[config.mk]
export PLATFORM = sky130hd
export DESIGN_NAME = fir_filter_circular_buffer_top_flat
export DESIGN_NICKNAME = d
export VERILOG_FILES = /design/src/rtl/fcb_pkg.sv /design/src/rtl/fcb_in_if.sv /design/src/rtl/fcb_out_if.sv /design/src/rtl/fcb_store.sv /design/src/rtl/fcb_mac.sv /design/src/rtl/fir_filter_circular_buffer_top.sv /design/src/flat_wrapper.sv
export SDC_FILE = /design/constraint.sdc
export NUM_CORES = 2
export LEC_CHECK = 0
export ABC_AREA = 1
export BUFFER_PORTS_ARGS = -buffer_cell sky130_fd_sc_hd__buf_2
export CORE_MARGIN = 4
export CORE_UTILIZATION = 65
export CTS_BUF_LIST = sky130_fd_sc_hd__clkbuf_8
export CTS_CLUSTER_DIAMETER = 60
export CTS_CLUSTER_SIZE = 28
export DETAILED_ROUTE_END_ITERATION = 6
export GPL_TIMING_DRIVEN = 0
export PLACE_DENSITY = 0.8
export SYNTH_ARGS = -nofsm -noshare
export SYNTH_HDL_FRONTEND = slang
export SYNTH_SLANG_ARGS = --single-unit
[constraint.sdc]
create_clock -name clk -period 7.1 [get_ports clk]
set_input_delay 0.71 -clock clk [delete_from_list [all_inputs] [get_ports clk]]
set_output_delay 0.71 -clock clk [all_outputs]
set_load 0.1 [all_outputs]
[src/rtl/fcb_pkg.sv]
// shared constants and types of the circular-buffer fir filter
package fcb_pkg;

  localparam int TAPS_DEF        = 32;
  localparam int SAMPLE_BITS_DEF = 16;
  localparam int COEF_INDEX_BITS = 5;
  localparam int DIGIT_BITS      = 8;
  localparam int ACC_BITS        = 64;

  localparam logic ACT_SAMPLE = 1'b0;
  localparam logic ACT_COEF   = 1'b1;

  typedef struct packed {
    logic clear;   // zero accumulator and product at item start
    logic accum;   // add finished product into accumulator
    logic step;    // consume one digit of the sample
    logic first;   // step works on the most significant digit
  } mac_ctrl_t;

endpackage

[src/rtl/fcb_in_if.sv]
// input channel: sample or coefficient-load items
interface fcb_in_if #(
  parameter int SAMPLE_BITS = fcb_pkg::SAMPLE_BITS_DEF
);
  import fcb_pkg::*;

  logic                              valid;
  logic                              ready;
  logic                              action;
  logic signed [SAMPLE_BITS-1:0]     sample_in;
  logic        [COEF_INDEX_BITS-1:0] coef_index;
  logic signed [SAMPLE_BITS-1:0]     coef_value;

  modport source (output valid, action, sample_in, coef_index, coef_value, input ready);
  modport sink   (input valid, action, sample_in, coef_index, coef_value, output ready);

endinterface

[src/rtl/fcb_out_if.sv]
// result channel: filtered samples
interface fcb_out_if #(
  parameter int SAMPLE_BITS = fcb_pkg::SAMPLE_BITS_DEF
);
  logic                          valid;
  logic                          ready;
  logic signed [SAMPLE_BITS-1:0] sample_out;

  modport source (output valid, sample_out, input ready);
  modport sink   (input valid, sample_out, output ready);

endinterface

[src/rtl/fcb_store.sv]
// delay line and coefficient memories with per-entry valid bits
module fcb_store #(
  parameter int TAPS        = fcb_pkg::TAPS_DEF,
  parameter int SAMPLE_BITS = fcb_pkg::SAMPLE_BITS_DEF,
  parameter int IDX_W       = $clog2(TAPS)
) (
  input  logic                          clk,
  input  logic                          rst_n,
  input  logic                          smp_we,
  input  logic [IDX_W-1:0]              smp_waddr,
  input  logic signed [SAMPLE_BITS-1:0] smp_wdata,
  input  logic                          coef_we,
  input  logic [IDX_W-1:0]              coef_waddr,
  input  logic signed [SAMPLE_BITS-1:0] coef_wdata,
  input  logic                          rd_en,
  input  logic [IDX_W-1:0]              smp_raddr,
  input  logic [IDX_W-1:0]              coef_raddr,
  output logic signed [SAMPLE_BITS-1:0] smp_rdata,
  output logic signed [SAMPLE_BITS-1:0] coef_rdata
);
  import fcb_pkg::*;

  logic signed [SAMPLE_BITS-1:0] dmem [TAPS];
  logic signed [SAMPLE_BITS-1:0] cmem [TAPS];
  logic [TAPS-1:0]               dvld_r;
  logic [TAPS-1:0]               cvld_r;
  logic signed [SAMPLE_BITS-1:0] smp_rdata_r;
  logic signed [SAMPLE_BITS-1:0] coef_rdata_r;

  // entries never written since reset read as zero
  always_ff @(posedge clk) begin
    if (!rst_n) begin
      dvld_r <= '0;
      cvld_r <= '0;
    end else begin
      if (smp_we) begin
        dvld_r[smp_waddr] <= 1'b1;
      end
      if (coef_we) begin
        cvld_r[coef_waddr] <= 1'b1;
      end
    end
  end

  always_ff @(posedge clk) begin
    if (smp_we) begin
      dmem[smp_waddr] <= smp_wdata;
    end
    if (rd_en) begin
      smp_rdata_r <= dvld_r[smp_raddr] ? dmem[smp_raddr] : '0;
    end
  end

  always_ff @(posedge clk) begin
    if (coef_we) begin
      cmem[coef_waddr] <= coef_wdata;
    end
    if (rd_en) begin
      coef_rdata_r <= cvld_r[coef_raddr] ? cmem[coef_raddr] : '0;
    end
  end

  assign smp_rdata  = smp_rdata_r;
  assign coef_rdata = coef_rdata_r;

endmodule

[src/rtl/fcb_mac.sv]
// digit-serial multiply-accumulate with rounding and saturation
module fcb_mac #(
  parameter int SAMPLE_BITS = fcb_pkg::SAMPLE_BITS_DEF
) (
  input  logic                          clk,
  input  logic                          rst_n,
  input  fcb_pkg::mac_ctrl_t            ctrl,
  input  logic signed [SAMPLE_BITS-1:0] smp_rd,
  input  logic signed [SAMPLE_BITS-1:0] coef_rd,
  output logic signed [SAMPLE_BITS-1:0] y
);
  import fcb_pkg::*;

  localparam int NUM_DIGITS = (SAMPLE_BITS + DIGIT_BITS - 1) / DIGIT_BITS;
  localparam int SR_W       = NUM_DIGITS * DIGIT_BITS;
  localparam int PROD_W     = 2 * SAMPLE_BITS;
  localparam int PP_W       = SAMPLE_BITS + DIGIT_BITS + 1;
  localparam int SHIFT      = SAMPLE_BITS - 1;
  localparam int Q_W        = ACC_BITS - SHIFT + 1;

  localparam logic signed [Q_W-1:0] Y_MAX =
    {{(Q_W - SAMPLE_BITS + 1){1'b0}}, {(SAMPLE_BITS - 1){1'b1}}};
  localparam logic signed [Q_W-1:0] Y_MIN =
    {{(Q_W - SAMPLE_BITS + 1){1'b1}}, {(SAMPLE_BITS - 1){1'b0}}};
  localparam logic signed [ACC_BITS-1:0] ACC_MAX = {1'b0, {(ACC_BITS - 1){1'b1}}};
  localparam logic signed [ACC_BITS-1:0] ACC_MIN = {1'b1, {(ACC_BITS - 1){1'b0}}};

  logic [SR_W-1:0]              sr_r, sr_nxt;
  logic signed [PROD_W-1:0]     prod_r, prod_nxt;
  logic signed [ACC_BITS-1:0]   acc_r, acc_nxt;

  logic signed [SR_W-1:0]       smp_ext;
  logic [SR_W-1:0]              src;
  logic [DIGIT_BITS-1:0]        dig;
  logic signed [DIGIT_BITS:0]   dig_s;
  logic signed [PP_W-1:0]       pp;
  logic signed [ACC_BITS-1:0]   prod_ext;
  logic signed [ACC_BITS-1:0]   sum;
  logic                         ovf;
  logic signed [Q_W-1:0]        q;

  // most significant digit first: it is signed, the rest are unsigned
  assign smp_ext = SR_W'(smp_rd);
  assign src     = ctrl.first ? smp_ext : sr_r;
  assign dig     = src[SR_W-1 -: DIGIT_BITS];
  assign dig_s   = $signed({ctrl.first ? dig[DIGIT_BITS-1] : 1'b0, dig});
  assign pp      = coef_rd * dig_s;

  always_comb begin
    sr_nxt   = sr_r;
    prod_nxt = prod_r;
    if (ctrl.clear) begin
      prod_nxt = '0;
    end else if (ctrl.step) begin
      sr_nxt   = src << DIGIT_BITS;
      prod_nxt = (ctrl.first ? PROD_W'(0) : (prod_r <<< DIGIT_BITS)) + PROD_W'(pp);
    end
  end

  // accumulation saturates at the accumulator limits
  assign prod_ext = ACC_BITS'(prod_r);
  assign sum      = acc_r + prod_ext;
  assign ovf      = (acc_r[ACC_BITS-1] == prod_ext[ACC_BITS-1])
                 && (sum[ACC_BITS-1] != acc_r[ACC_BITS-1]);

  always_comb begin
    acc_nxt = acc_r;
    if (ctrl.clear) begin
      acc_nxt = '0;
    end else if (ctrl.accum) begin
      if (ovf) begin
        acc_nxt = acc_r[ACC_BITS-1] ? ACC_MIN : ACC_MAX;
      end else begin
        acc_nxt = sum;
      end
    end
  end

  always_ff @(posedge clk) begin
    if (!rst_n) begin
      prod_r <= '0;
      acc_r  <= '0;
    end else begin
      prod_r <= prod_nxt;
      acc_r  <= acc_nxt;
    end
  end

  always_ff @(posedge clk) begin
    sr_r <= sr_nxt;
  end

  // round to nearest, ties toward plus infinity, then clamp
  assign q = Q_W'(acc_r >>> SHIFT) + $signed({{(Q_W - 1){1'b0}}, acc_r[SHIFT-1]});

  always_comb begin
    priority if (q > Y_MAX) begin
      y = Y_MAX[SAMPLE_BITS-1:0];
    end else if (q < Y_MIN) begin
      y = Y_MIN[SAMPLE_BITS-1:0];
    end else begin
      y = q[SAMPLE_BITS-1:0];
    end
  end

endmodule

[src/rtl/fir_filter_circular_buffer_top.sv]
// top level: sequencer, result register, store and mac
//
//  channel  dir  handshake          payload
//  in_ch    in   valid/ready        action, sample_in, coef_index, coef_value
//  out_ch   out  valid/ready        sample_out
//
// a coefficient load gives no item on out_ch.
// a sample item holds off the next accept until the sequencer is back in idle: for each
// tap one memory fetch plus one 8-bit sample digit per cycle through the shared
// multiplier, then accumulate and round.
// rst_n is synchronous; it clears the delay line and coefficients through valid bits.
// a full result register stalls the sequencer in its rounding step until taken.
module fir_filter_circular_buffer_top #(
  parameter int TAPS        = fcb_pkg::TAPS_DEF,
  parameter int SAMPLE_BITS = fcb_pkg::SAMPLE_BITS_DEF
) (
  input logic      clk,
  input logic      rst_n,
  fcb_in_if.sink   in_ch,
  fcb_out_if.source out_ch
);
  import fcb_pkg::*;

  localparam int IDX_W      = $clog2(TAPS);
  localparam int NUM_DIGITS = (SAMPLE_BITS + DIGIT_BITS - 1) / DIGIT_BITS;
  localparam int DIG_W      = (NUM_DIGITS > 1) ? $clog2(NUM_DIGITS) : 1;
  localparam logic [IDX_W-1:0] LAST_TAP   = IDX_W'(TAPS - 1);
  localparam logic [DIG_W-1:0] LAST_DIGIT = DIG_W'(NUM_DIGITS - 1);

  typedef enum logic [2:0] {
    S_IDLE,
    S_FETCH,
    S_MUL,
    S_SUM,
    S_ROUND
  } state_t;

  state_t                        state_r;
  logic [IDX_W-1:0]              wp_r;
  logic [IDX_W-1:0]              rd_ptr_r;
  logic [IDX_W-1:0]              tap_r;
  logic [DIG_W-1:0]              dig_r;
  logic                          out_valid_r;
  logic signed [SAMPLE_BITS-1:0] out_data_r;

  logic                          accept;
  logic                          smp_we;
  logic                          coef_we;
  logic                          emit;
  mac_ctrl_t                     mac_ctrl;
  logic signed [SAMPLE_BITS-1:0] smp_rd;
  logic signed [SAMPLE_BITS-1:0] coef_rd;
  logic signed [SAMPLE_BITS-1:0] mac_y;

  assign in_ch.ready = (state_r == S_IDLE);
  assign accept      = in_ch.valid && in_ch.ready;
  assign smp_we      = accept && (in_ch.action == ACT_SAMPLE);
  // a load beyond the last tap is dropped
  assign coef_we     = accept && (in_ch.action == ACT_COEF)
                    && (int'(in_ch.coef_index) < TAPS);
  assign emit        = (state_r == S_ROUND) && (!out_valid_r || out_ch.ready);

  always_comb begin
    mac_ctrl.clear = smp_we;
    mac_ctrl.accum = (state_r == S_FETCH) || (state_r == S_SUM);
    mac_ctrl.step  = (state_r == S_MUL);
    mac_ctrl.first = (dig_r == '0);
  end

  always_ff @(posedge clk) begin
    if (!rst_n) begin
      state_r     <= S_IDLE;
      wp_r        <= '0;
      out_valid_r <= 1'b0;
    end else begin
      if (out_valid_r && out_ch.ready && !emit) begin
        out_valid_r <= 1'b0;
      end
      unique case (state_r)
        S_IDLE: begin
          if (smp_we) begin
            rd_ptr_r <= wp_r;
            tap_r    <= '0;
            state_r  <= S_FETCH;
          end
        end
        S_FETCH: begin
          dig_r   <= '0;
          state_r <= S_MUL;
        end
        S_MUL: begin
          if (dig_r == LAST_DIGIT) begin
            if (tap_r == LAST_TAP) begin
              state_r <= S_SUM;
            end else begin
              tap_r    <= tap_r + 1'b1;
              rd_ptr_r <= (rd_ptr_r == '0) ? LAST_TAP : rd_ptr_r - 1'b1;
              state_r  <= S_FETCH;
            end
          end else begin
            dig_r <= dig_r + 1'b1;
          end
        end
        S_SUM: begin
          state_r <= S_ROUND;
        end
        S_ROUND: begin
          if (emit) begin
            out_data_r  <= mac_y;
            out_valid_r <= 1'b1;
            wp_r        <= (wp_r == LAST_TAP) ? '0 : wp_r + 1'b1;
            state_r     <= S_IDLE;
          end
        end
        default: begin
          state_r <= S_IDLE;
        end
      endcase
    end
  end

  assign out_ch.valid      = out_valid_r;
  assign out_ch.sample_out = out_data_r;

  fcb_store #(
    .TAPS        (TAPS),
    .SAMPLE_BITS (SAMPLE_BITS),
    .IDX_W       (IDX_W)
  ) u_store (
    .clk        (clk),
    .rst_n      (rst_n),
    .smp_we     (smp_we),
    .smp_waddr  (wp_r),
    .smp_wdata  (in_ch.sample_in),
    .coef_we    (coef_we),
    .coef_waddr (IDX_W'(in_ch.coef_index)),
    .coef_wdata (in_ch.coef_value),
    .rd_en      (state_r == S_FETCH),
    .smp_raddr  (rd_ptr_r),
    .coef_raddr (tap_r),
    .smp_rdata  (smp_rd),
    .coef_rdata (coef_rd)
  );

  fcb_mac #(
    .SAMPLE_BITS (SAMPLE_BITS)
  ) u_mac (
    .clk     (clk),
    .rst_n   (rst_n),
    .ctrl    (mac_ctrl),
    .smp_rd  (smp_rd),
    .coef_rd (coef_rd),
    .y       (mac_y)
  );

  a_result_from_round: assert property (@(posedge clk) disable iff (!rst_n)
    $rose(out_valid_r) |-> $past(state_r == S_ROUND))
    else $error("result appeared outside the rounding step");

  a_round_holds_on_stall: assert property (@(posedge clk) disable iff (!rst_n)
    (state_r == S_ROUND) && out_valid_r && !out_ch.ready |=> (state_r == S_ROUND))
    else $error("rounding step left while result register was full");

  a_pointer_moves_with_result: assert property (@(posedge clk) disable iff (!rst_n)
    $rose(out_valid_r) |-> (wp_r != $past(wp_r)))
    else $error("write pointer did not advance with a result");

endmodule

[src/flat_wrapper.sv]
// flat-port wrapper written by rule: the top's interface ports become plain ports
module fir_filter_circular_buffer_top_flat import fcb_pkg::*;
#(
  parameter int TAPS        = fcb_pkg::TAPS_DEF,
  parameter int SAMPLE_BITS = fcb_pkg::SAMPLE_BITS_DEF
)
  (clk, rst_n, in_ch_valid, in_ch_action, in_ch_sample_in, in_ch_coef_index, in_ch_coef_value, in_ch_ready, out_ch_valid, out_ch_sample_out, out_ch_ready);
  fcb_in_if #(.SAMPLE_BITS(SAMPLE_BITS)) in_ch_i ();
  fcb_out_if #(.SAMPLE_BITS(SAMPLE_BITS)) out_ch_i ();
  input logic clk;
  input logic rst_n;
  input wire logic [$bits(in_ch_i.valid)-1:0] in_ch_valid;
  input wire logic [$bits(in_ch_i.action)-1:0] in_ch_action;
  input wire logic [$bits(in_ch_i.sample_in)-1:0] in_ch_sample_in;
  input wire logic [$bits(in_ch_i.coef_index)-1:0] in_ch_coef_index;
  input wire logic [$bits(in_ch_i.coef_value)-1:0] in_ch_coef_value;
  output wire logic [$bits(in_ch_i.ready)-1:0] in_ch_ready;
  output wire logic [$bits(out_ch_i.valid)-1:0] out_ch_valid;
  output wire logic [$bits(out_ch_i.sample_out)-1:0] out_ch_sample_out;
  input wire logic [$bits(out_ch_i.ready)-1:0] out_ch_ready;
  assign in_ch_i.valid = in_ch_valid;
  assign in_ch_i.action = in_ch_action;
  assign in_ch_i.sample_in = in_ch_sample_in;
  assign in_ch_i.coef_index = in_ch_coef_index;
  assign in_ch_i.coef_value = in_ch_coef_value;
  assign in_ch_ready = in_ch_i.ready;
  assign out_ch_valid = out_ch_i.valid;
  assign out_ch_sample_out = out_ch_i.sample_out;
  assign out_ch_i.ready = out_ch_ready;
  fir_filter_circular_buffer_top #(.TAPS(TAPS), .SAMPLE_BITS(SAMPLE_BITS)) u_core (.clk(clk), .rst_n(rst_n), .in_ch(in_ch_i), .out_ch(out_ch_i));
endmodule
---- Word level (Yosys, flattened, before mapping) ----
Memories as Yosys holds them, arrays and structs flattened. A register that Yosys moved wholly into a read port is not among the register bits.
Index checks and enable logic that the tools add are counted.
word-level totals
  register bits after elaboration ......... 204
  bits in writable memories ............... 1024
  logic and storage cells ................. 111
  memories kept ........................... 2
operators by class
  $add $sub $neg .......................... 7
  multiply operators ...................... 1
  $lt $le $gt $ge ......................... 8
  eq/ne operators ......................... 12
  muxes and demuxes ....................... 38
  bitwise logic cells ..................... 5
  reductions and logical operators ........ 26
memory list
  memory               depth  width  read ports  clocked after Yosys merged registers in  write ports  RTL line         RTL
  u_core.u_store.cmem  32     16     1           1                                        1            fcb_store.sv:24  logic signed [SAMPLE_BITS-1:0] cmem [TAPS];
  u_core.u_store.dmem  32     16     1           1                                        1            fcb_store.sv:23  logic signed [SAMPLE_BITS-1:0] dmem [TAPS];
operator list
  kind                    number
  $mux W64                2
  $add A64 B32 Y64        1
  $or A32 B32 Y32         2
  $add A49 B2 Y50         1
  $gt A50 B16 Y1 const B  1
  $lt A50 B16 Y1 const B  1
  $mux W5                 8
  $add A32 B25 Y32        1
  $mux W16                2
  $mux W32                1
  $mul A16 B9 Y25         1
  $lt A5 B6 Y1 const B    4
  $pmux W5 S2             2
  $pmux W3 S5             1
  $mux W1                 13
  $add A5 B1 Y5 const B   2
  $bmux W1 S5             2
  $demux W1 S5            2
  $eq A5 B5 Y1 const B    2
  $ge A5 B1 Y1 const B    2
  $logic_and A1 B1 Y1     9
  $mux W3                 3
  $eq A3 B2 Y1 const B    2
  $reduce_and A2 Y1       3
  other kinds (19)        29

---- Longest topological paths before layout ----
  word-level depth ........................ 8
  mapped depth ............................ 28
  gate-level depth less buffers ........... 28

---- Hierarchy ----
A second synthesis with hierarchy kept.
second synthesis, totals
  cell total of the unflattened synthesis .. 7367
  area, all modules ....................... 65774.3 um^2
by module, submodules not included
  module                          times used  cells an instance  area each (um^2)  seq. area each (um^2)
  fcb_store                       1           4409               46697.3           32991.6
  fcb_mac                         1           2819               17558.1           2162.1
  fir_filter_circular_buffer_top  1           139                1519.0            991.0

---- Least setup slack after synthesis ----
OpenSTA, ideal clock, no wires.
  kind .................................... reg2reg
  start ................................... register u_core.dig_r
  end ..................................... register u_core.u_mac.prod_r[30]
  setup time .............................. 0.109 ns
  arrival time ............................ 5.597 ns
  data required time ...................... 6.991 ns
  path slack .............................. 1.394 ns
  stages on the path, launching flop included .. 24
  path buffers ............................ 1
  path through ............................ edfxtp_1 > clkbuf_1 > mux2i_1 > nor2_1 > fa_1 > inv_1 > fa_1 > fa_1 > inv_1 > fa_1 > inv_1 > fa_1 > inv_1 > ha_1 > inv_1 > nor3_1 > nand2_1 > nor3_1 > nand2_1 > o211ai_1 > or2_2 > nand3_1 > nand2_1 > inv_1
on the way
  cells in the longest elaborated chain, start to end .. 4
RTL lines
  what                      RTL line                               RTL
  start: declaration        fir_filter_circular_buffer_top.sv:42   logic [DIG_W-1:0] dig_r;
  start signal: assignment  fir_filter_circular_buffer_top.sv:101  dig_r <= dig_r + 1'b1;
  $mux W16                  fcb_mac.sv:44                          assign src = ctrl.first ? smp_ext : sr_r;
  $mux W1                   fcb_mac.sv:46                          assign dig_s = $signed({ctrl.first ? dig[DIGIT_BITS-1] : 1'b0, dig});
  $mul A16 B9 Y25           fcb_mac.sv:47                          assign pp = coef_rd * dig_s;
  $add A32 B25 Y32 (*)      fcb_mac.sv:56                          prod_nxt = (ctrl.first ? PROD_W'(0) : (prod_r <<< DIGIT_BITS)) + PROD_W'(pp);
  end signal: assignment    fcb_mac.sv:84                          prod_r <= prod_nxt;
  end: declaration          fcb_mac.sv:29                          logic signed [PROD_W-1:0] prod_r, prod_nxt;
Mark *: on every way between the ends. The rest lies on a longest branch, timed or not.
A chain may end at the register's enable or synchronous reset.

---- Final worst setup path ----
  start ................................... register u_core.dig_r
  end ..................................... register u_core.u_mac.prod_r[28]
Same word-level chain as after synthesis.

==> impl_metrics.env <==
export IMPL_status="complete, no violations"
export IMPL_synth_area_mm2=0.0628
export IMPL_drc=0
export IMPL_wl_um=199000
export IMPL_io_pins=60
export IMPL_p_switching_mw=16.7
export IMPL_gp_congestion=0.996
export IMPL_synth_area_leader_cell="edfxtp_1"
export IMPL_grt_pass1_vias=47900
export IMPL_synth_cells=6362
export IMPL_h_tree_depth=3
export IMPL_p_sw_share_pct=49.8
export IMPL_rsz0062_at_grt="false"
export IMPL_cts_root_buf="clkbuf_8"
export IMPL_path_class="reg2reg"
export IMPL_timing_hold_ws_ps=321
export IMPL_yosys_register_bits=1260
export IMPL_synth_seq_area_share_pct=57.5
export IMPL_stdcell_area_mm2=0.0684
export IMPL_period_minus_slack_ps=6670
export IMPL_p_int_mw=16.9
export IMPL_synthMuxAreaShare_pct=0.0319
export IMPL_crit_path_start_kind="register"
export IMPL_cp_max_fo=10
export IMPL_worst_pin_slew_ps=1170
export IMPL_grt_overflow_total=0
export IMPL_antenna_found_initial=10
export IMPL_hold_path_class="in2reg"
export IMPL_vdd_drop_max_uv=1290
export IMPL_grt_pass1_wl_um=292000
export IMPL_numCtsBuffers=90
export IMPL_die_y_um=319
export IMPL_synth_common_cells="nor2_1, edfxtp_1, nand2_1"
export IMPL_synth_edf_count=1091
export IMPL_synth_nets=6697
export IMPL_cts_tree="yes"
export IMPL_seq_area_mm2=0.0361
export IMPL_postLayoutCoreUtil_pct=71.7
export IMPL_synth_compound_gate_area_share_pct=12.4
export IMPL_clock_skew_ps=89.6
export IMPL_cp_num_buf_inv=6
export IMPL_cpMostUsedCell="inv_1"
export IMPL_ant_nets=0
export IMPL_dp_hpwl_um=145000
export IMPL_grt_max_degree=37
export IMPL_synth_xor_area_share_pct=0.972
export IMPL_p_clk_share_pct=13.2
export IMPL_synth_top_family_by_area="simple AND/OR/NAND/NOR gates"
export IMPL_multiInputGateArea_mm2=0.0234
export IMPL_die_w_um=319
export IMPL_drive_above_1_share_pct=6.65
export IMPL_core_mm2=0.0954
export IMPL_ys_flop_type="edfxtp_1"
export IMPL_critical_path_arrival_ps=7400
export IMPL_avgRoutedWirePerCell_um=25.1
export IMPL_powerDensity_mw_per_mm2=492
export IMPL_required_ps=7830
export IMPL_period_share_pct=93.9
export IMPL_yosys_area_top_type_share_pct=52.1
export IMPL_std_cell_rows=113
export IMPL_nets=6914
export IMPL_rrSetupSlack_ps=430
export IMPL_syn_avg_cell_area_um2=9.88
export IMPL_drt_pass1_iterations=6
export IMPL_yosysMostFrequentCell="nor2_1"
export IMPL_maxSlewViolCount=0
export IMPL_avgViaCountPerCell=6.42
export IMPL_cts_buffer_depth=3
export IMPL_vias=50900
export IMPL_synthAdderAreaFrac_pct=7.66
export IMPL_dieArea_mm2=0.102
export IMPL_placed_area_mm2=0.0661
export IMPL_fmax_ghz=0.150
export IMPL_ys_warn_count=0
export IMPL_clk_pin_slew_worst_paths_ps=150
export IMPL_max_stage_delay_ps=680
export IMPL_max_slew_margin_pct=21.7
export IMPL_max_cap_violations=0
export IMPL_crit_path_cell_trace="clkbuf_2, or2_2, nand2_1, nor2_1, fa_1, fa_1, inv_1, fa_2, inv_1, fa_1, inv_1, fa_1, inv_1, ha_1, nand2_1, nor4_1, nand4_1, nand3_1, a21oi_1, o21ai_0, o211ai_1, inv_1"
export IMPL_hold_viol=0
export IMPL_synthDistinctLibCells=50
export IMPL_synth_simple_area_share_pct=15.9
export IMPL_grt_usage_pct=38.1
export IMPL_finalSetupViolCount=0
export IMPL_sequentialPowerShare_pct=25.3
export IMPL_synth_area_leaders="edfxtp_1, nor2_1, nand2_1"
export IMPL_area_delta_synth_final_pct=8.87
export IMPL_power_mw=33.6
export IMPL_synthArstFlopShare_pct=0
export IMPL_end_kind="register"
export IMPL_cp_slowest_cell="fa_2"
export IMPL_portBuffers=58
export IMPL_clock_sinks=1260
export IMPL_fillCellCount=6872
export IMPL_start_util_pct=65.8
export IMPL_clk_latency_ps=870
export IMPL_cp_top_family="adder cells"
export IMPL_leakagePower_nw=25.4
export IMPL_pwr_share_comb_pct=61.4
export IMPL_drt_initial_drc_count=8764
[registers in the layout, indices dropped and copies added (netlist names), 8 cells and up]
| register | flops |
|---|---|
| u_core.u_store.cvld_r | 32 |
| u_core.u_store.dvld_r | 32 |
| u_core.u_store.smp_rdata | 16 |
| u_core.u_mac.acc_r | 64 |
| u_core.u_store.coef_rdata | 16 |
| u_core.u_store.dmem | 512 |
| u_core.u_mac.prod_r | 32 |
| u_core.out_ch.sample_out | 16 |
| u_core.u_mac.sr_r | 8 |
| u_core.u_store.cmem | 512 |
[routing by layer]
layer	vias up	routed length, µm	track usage [%]
met5	-	79	0
met4	12	11100	16.1
met3	768	27900	9.33
met2	3866	89000	60.0
met1	23900	70600	51.2
li1	22300	-	-
[power groups by stage]
stage / sequential [mW] / clock [mW] / combinational [mW]
detailed placement: 8.69 / 0 / 20.3
finish: 8.53 / 4.46 / 20.7
CTS: 8.52 / 4.42 / 20.4
floorplan: 8.58 / 0 / 14.6
global placement: 8.68 / 0 / 19.7
global route: 8.53 / 4.74 / 23.2
[layout make-up]
type                    instances  share of cell area (%)
diodes                          3                  0.0110
repair buffers                125                    2.21
plain buffers                 294                    1.72
flip-flops and latches       1260                    52.8
clock buffers                  90                    1.81
well taps                    1265                    2.31
multi-input cells            4195                    34.2
inverters                     613                    3.36
clock inverters                80                    1.51
[per-stage QoR]
stage          setup WS, ps  TNS [ps]  instances
2_1_floorplan          1390         0       6362
3_3_place_gp            120         0       7685
3_5_place_dp          -17.0     -17.0       7751
4_1_cts                97.7         0       7921
5_1_grt               0.471         0       7923
6_report                431         0       7925
[worst register-to-register path: stages, from the launching register on]
cell	delay [ps]
edfxtp_1	550
clkbuf_2	300
or2_2	360
nand2_1	190
nor2_1	130
fa_1	540
fa_1	640
inv_1	190
fa_2	680
inv_1	200
fa_1	570
inv_1	60
fa_1	550
inv_1	50
ha_1	370
nand2_1	160
nor4_1	390
nand4_1	130
nand3_1	130
a21oi_1	70
o21ai_0	160
o211ai_1	140
inv_1	80
[repair_timing]
item                       in CTS  in global routing
setup endpoints to repair       2                  9
hold buffers                    0                  0
setup buffers                   0                  1
pin swaps                       0                  0
resized for setup               1                  7
[cells in the final DEF, fill, tap and decap left out, types with 17 or more instances in the layout]
master,Yosys,final
buf_2,22,80
or2_2,17,17
o21bai_1,28,28
dfxtp_1,169,168
xor2_1,53,53
o211ai_1,37,37
o221ai_1,106,106
clkbuf_8,0,90
a22oi_1,66,66
buf_8,0,47
nor3_1,29,28
a31oi_1,27,27
fa_1,153,152
nand3_1,226,226
o22ai_1,159,159
buf_1,24,24
buf_16,0,18
nor2_1,1149,1083
nand2_1,985,984
o21ai_0,650,650
edfxtp_1,1091,1091
inv_1,604,607
a21oi_1,239,239
nor2_2,10,75
nand4_1,41,41
clkbuf_1,239,237
ha_1,140,140
[final timing paths]
path | cells after the start | endpoint | startpoint
hold / removal | 4 | u_core.out_ch.valid | out_ch_ready
setup reg to reg | 22 | u_core.u_mac.prod_r[28] | u_core.dig_r
hold reg to reg | 2 | u_core.u_store.dvld_r[3] | u_core.u_store.dvld_r[3]
setup / recovery | 22 | u_core.u_mac.prod_r[28] | u_core.dig_r
[logic make-up (layout without fill, tap and decap cells)]
logic type / count (synthesis) / in the layout
AND/OR/NAND/NOR: 2487 / 2487
AO/OA/AOI/OAI: 1345 / 1345
multiplexers: 2 / 2
flip-flops: 1260 / 1260
adder cells (fa/ha/maj): 293 / 293
other: 0 / 3
XOR/XNOR: 68 / 68
buffers and inverters: 907 / 1202
Power figures use the tool's default switching activity.
